==> src/hdl/tile_map_rect_collision_defines.svh <==
// ----------------------------------------------------------------------------
// tile_map_rect_collision_defines
// Assertion macros shared by the tile map collision RTL.
// ----------------------------------------------------------------------------
`ifndef TILE_MAP_RECT_COLLISION_DEFINES_SVH
`define TILE_MAP_RECT_COLLISION_DEFINES_SVH

// Check a consequent in the same cycle as its antecedent
`define TMRC_ASSERT_IMPL(label, clk, rst_n, ante, cons) \
    label: assert property (@(posedge clk) disable iff (!rst_n) (ante) |-> (cons)) \
        else $error("tile map collision: same-cycle check failed");

// Check a consequent in the cycle after its antecedent
`define TMRC_ASSERT_NEXT(label, clk, rst_n, ante, cons) \
    label: assert property (@(posedge clk) disable iff (!rst_n) (ante) |=> (cons)) \
        else $error("tile map collision: next-cycle check failed");

`endif

==> src/hdl/tmrc_pkg.sv <==
// ----------------------------------------------------------------------------
// tmrc_pkg
// Widths, defaults, register codes and shared types of the tile map block.
// ----------------------------------------------------------------------------
package tmrc_pkg;

    // Parameter defaults
    localparam int TILE_SHIFT_DEF = 5;
    localparam int MAX_ROWS_DEF   = 32;
    localparam int MAX_COLS_DEF   = 256;

    // Field widths
    localparam int ROWS_W = 6;
    localparam int COLS_W = 9;
    localparam int CNT_W  = 9;
    localparam int POS_W  = 16;
    localparam int SIZE_W = 12;
    localparam int EDGE_W = 18;
    localparam int TROW_W = 5;
    localparam int TCOL_W = 8;
    localparam int TID_W  = 16;

    // Register reset values
    localparam logic [ROWS_W-1:0] ROWS_RESET = 6'd23;
    localparam logic [COLS_W-1:0] COLS_RESET = 9'd240;

    // Configuration port
    localparam int PADDR_W = 3;
    localparam int PDATA_W = 32;
    localparam int REG_BIT = 2;
    localparam logic REG_ROWS_USED = 1'b0;
    localparam logic REG_COLS_USED = 1'b1;

    // Item actions
    localparam logic ACT_WRITE = 1'b0;
    localparam logic ACT_PROBE = 1'b1;

    // Clamped tile span of one axis
    typedef struct packed {
        logic signed [EDGE_W-1:0] lo;
        logic signed [EDGE_W-1:0] hi;
        logic                     empty;
    } t_span;

endpackage

==> src/hdl/tmrc_axis.sv <==
// ----------------------------------------------------------------------------
// tmrc_axis
// Edge unit: turns a pixel edge pair into a tile span clamped to the map.
// ----------------------------------------------------------------------------
module tmrc_axis #(
    parameter int TILE_SHIFT = tmrc_pkg::TILE_SHIFT_DEF
) (
    input  logic signed [tmrc_pkg::POS_W-1:0]  i_pos,
    input  logic        [tmrc_pkg::SIZE_W-1:0] i_size,
    input  logic        [tmrc_pkg::CNT_W-1:0]  i_count,
    output tmrc_pkg::t_span                    o_span
);

    localparam int EW = tmrc_pkg::EDGE_W;
    localparam logic signed [EW-1:0] BIAS = EW'((1 << TILE_SHIFT) - 1);
    localparam logic signed [EW-1:0] ONE  = EW'(1);

    logic signed [EW-1:0] pos_e;
    logic signed [EW-1:0] end_e;
    logic signed [EW-1:0] q_lo;
    logic signed [EW-1:0] q_hi;
    logic signed [EW-1:0] cnt_m1;
    logic signed [EW-1:0] lo_c;
    logic signed [EW-1:0] hi_c;

    // Divide by the tile size, truncating toward zero
    function automatic logic signed [EW-1:0] div_tz(input logic signed [EW-1:0] v);
        logic signed [EW-1:0] adj;
        adj = v[EW-1] ? (v + BIAS) : v;
        return adj >>> TILE_SHIFT;
    endfunction

    // Edges and quotients
    always_comb begin
        pos_e  = EW'(i_pos);
        end_e  = pos_e + signed'({{(EW - tmrc_pkg::SIZE_W){1'b0}}, i_size});
        q_lo   = div_tz(pos_e);
        q_hi   = div_tz(end_e);
        cnt_m1 = signed'({{(EW - tmrc_pkg::CNT_W){1'b0}}, i_count}) - ONE;
    end

    // Clamp to the map and flag an empty span
    always_comb begin
        lo_c = q_lo[EW-1] ? '0 : q_lo;
        hi_c = (q_hi > cnt_m1) ? cnt_m1 : q_hi;
        o_span.lo    = lo_c;
        o_span.hi    = hi_c;
        o_span.empty = (i_count == '0) || (lo_c > hi_c);
    end

endmodule

==> config.mk <==
export PLATFORM = sky130hd
export DESIGN_NAME = tmrc_axis
export DESIGN_NICKNAME = d
export VERILOG_FILES = /design/src/hdl/tile_map_rect_collision_defines.svh /design/src/hdl/tmrc_pkg.sv /design/src/hdl/tmrc_axis.sv
export SDC_FILE = /design/constraint.sdc
export NUM_CORES = 1
export LEC_CHECK = 0
export BUFFER_PORTS_ARGS = -buffer_cell sky130_fd_sc_hd__buf_2
export CAP_MARGIN = 5
export CELL_PAD_IN_SITES_DETAIL_PLACEMENT = 0
export CELL_PAD_IN_SITES_GLOBAL_PLACEMENT = 1
export CORE_MARGIN = 2
export CORE_UTILIZATION = 34
export DETAILED_ROUTE_END_ITERATION = 12
export PLACE_DENSITY = 0.85
export SETUP_SLACK_MARGIN = 0.4
export SYNTH_ARGS = -nofsm -noshare
export SYNTH_HDL_FRONTEND = slang
export SYNTH_SLANG_ARGS = --single-unit
==> constraint.sdc <==
create_clock -name vclk -period 5.6
set_input_delay 0.28 -clock vclk [all_inputs]
set_output_delay 0.28 -clock vclk [all_outputs]
set_load 0.02 [all_outputs]
==> run_results.csv <==
group,metric,value,unit
run_status,status,"finished with violations",
run_status,violations,"negative setup slack",
die,fp.dieH,85.03,µm
cells_and_area,area_delta_synth_final,56.95,%
setup_path,crit_type,"input port to output pin",
placement,pre_cts_slack,-0.6203,ns
setup_path,arrival,5.77,ns
cells_and_area,layout_common_cells,"83 x buf_4, 57 x buf_2, 30 x ha_1",
cells_and_area,final_core_util,55.17,%
die,design.die.area,7229,µm²
yosys,synth_xor_area_share,9.025,%
yosys,ys_types,60,
setup_path,start_kind,"input port",
pwr,irDropWorstVdd,0.00007690,V
setup_path,end_kind,"output pin",
pwr,seq_power_share,0,%
yosys,netlist_area,2232,µm²
global_route,grt.total_usage,19.76,%
timing,setup-tns-final,-0.4525,ns
setup_path,crit_path_top_delay_cell,"or4_4",
timing,finalHoldViolations,0,
placement,dp_hpwl,6271,µm
global_route,antenna_found_initial,0,
global_route,overflow,0,
timing,finalCriticalPeriod,6.053,ns
cells_and_area,drive_gt1_share,46.71,%
cells_and_area,n_fill_cell,557,
pwr,p_leak,1.692,nW
pwr,switching_share,50.69,%
timing,fin_crit_sh,108.1,%
yosys,synth_compound_area_share,27.02,%
pwr,p_switching,0.2751,mW
pwr,power.share.clock,0,%
timing,setup_viol,1,
yosys,avgSynthCellArea,7.318,µm²
timing,drv_slew,0,
detailed_routing,drc,0,
detailed_routing,vias_per_cell,5.284,
cells_and_area,sequential_cell_total,0,
timing,fin_worst_hold_slack,0.9775,ns
pwr,internal-power,0.2675,mW
setup_path,cp.required,5.32,ns
cells_and_area,fin_cells,518,
global_route,grt_max_degree,14,
setup_path,path_delay_family,"compound AO/OA/AOI/OAI gates",
die,die_x,85.03,µm
timing,setup_ws,-0.4525,ns
die,ios,74,
clock_network,hold_buffers,0,
detailed_routing,drt_iter0_markers,116,
pwr,p_per_area,154.9,nW/µm²
setup_path,cpPeakStageDelay,0.58,ns
yosys,synth_fa_ha_area_share,21.64,%
flow_run,maxCapViolations,0,
yosys,syn_inst,305,
placement,dp_cells,508,
detailed_routing,routed_wirelength,7348,µm
die,core_area,6350,µm²
setup_path,critPathBufInv,5,
pwr,combPwrFrac,100.0,%
cells_and_area,final_nets,518,
cells_and_area,diodes,0,
global_route,grt_pass1_vias,2764,
die,rows,29,
cells_and_area,register_area,0,µm²
detailed_routing,dr_total_vias,2737,
detailed_routing,ant_nets,0,
die,start_util,35.15,%
cells_and_area,layout.cells.most_common,"buf_4",
min_path,hp-class,"input port to output pin",
placement,gp_congestion,0.8867,
cells_and_area,clock_buffers,0,
setup_path,crit_fanout,5,
setup_path,crit_path_frequent_cell,"buf_6",
timing,fmaxAchievable,165.2,MHz
detailed_routing,dr.pass1.iters,4,
yosys,yosys.area_share.simple,26.96,%
global_route,grt_pass1_wl,12200,µm
yosys,ys_warn_count,0,
yosys,synth_top_family_by_area,"compound AO/OA/AOI/OAI gates",
detailed_routing,drt-wirelength-per-cell,14.19,µm
timing,rsz0062_at_grt,"true",
placement,port_buffers,66,
yosys,yosys-mux-area-fraction,6.166,%
yosys,seq_area_frac_synth,0,%
power by group through the flow:
stage | Clock [mW] | Combinational (mW) | Sequential [mW]
finish | 0 | 0.543 | 0
global route | 0 | 0.589 | 0
CTS | 0 | 0.521 | 0
detailed placement | 0 | 0.484 | 0
global placement | 0 | 0.475 | 0
floorplan | 0 | 0.291 | 0
final timing paths:
kind	slack, ns	depth (start not counted)	start	end
setup / recovery	-0.45	28	i_size[0]	o_span[0]
hold / removal	0.98	3	i_pos[11]	o_span[25]
stage by stage:
| step | power [mW] | area, µm² |
|---|---|---|
| 2_1_floorplan | 0.2911 | 2344 |
| 3_3_place_gp | 0.4749 | 3173 |
| 3_5_place_dp | 0.4843 | 3173 |
| 4_1_cts | 0.5213 | 3381 |
| 5_1_grt | 0.5892 | 3503 |
| 6_report | 0.5426 | 3503 |
per-layer routing:
layer | wire length [µm] | track usage, %
met1 | 2963 | 24.43
met2 | 3854 | 38.00
met3 | 376 | 0.3891
met4 | 155 | 4.040
met5 | 0 | 0
area by class of cell:
cell class	count	area [µm²]	area share, %
Multi-Input combinational cell	273	2332	66.57
Tap cell	77	96.34	2.750
Inverter	21	78.83	2.250
Timing Repair Buffer	147	996.0	28.43
timing repair:
action / 4_1_cts / 5_1_grt
setup endpoints to repair: 1 / 8
pin swaps: 34 / 19
resized for setup: 26 / 24
buffers inserted: 8 / 2
hold endpoints to repair: 0 / 0
cell usage after synthesis, types with 4 or more instances:
cell type  number  area (µm²)
nor3_1          6       30.03
mux2i_1         7       70.07
ha_1           37       462.9
a21o_1          7       52.55
nor2_1         22       82.58
o21ai_0        10       50.05
a211oi_1        6       45.04
xnor2_1        15       131.4
nand4_1        10       62.56
buf_4          13       97.59
nor2b_1         8       50.05
mux2_2          5       56.30
and2_1          5       31.28
nand2_1        25       93.84
inv_1          21       78.83
nand3_1        10       50.05
xor2_1          8       70.07
o21a_1          7       52.55
clkbuf_1        4       15.01
a21oi_1        18       90.09
cells by family after synthesis:
group | count (synthesis)
AO/OA/AOI/OAI | 80
other | 1
buffers and inverters | 40
AND/OR/NAND/NOR | 110
XOR/XNOR | 23
multiplexers | 13
adder cells (fa/ha/maj) | 38
Note: power is estimated with default switching activity, not from simulation.
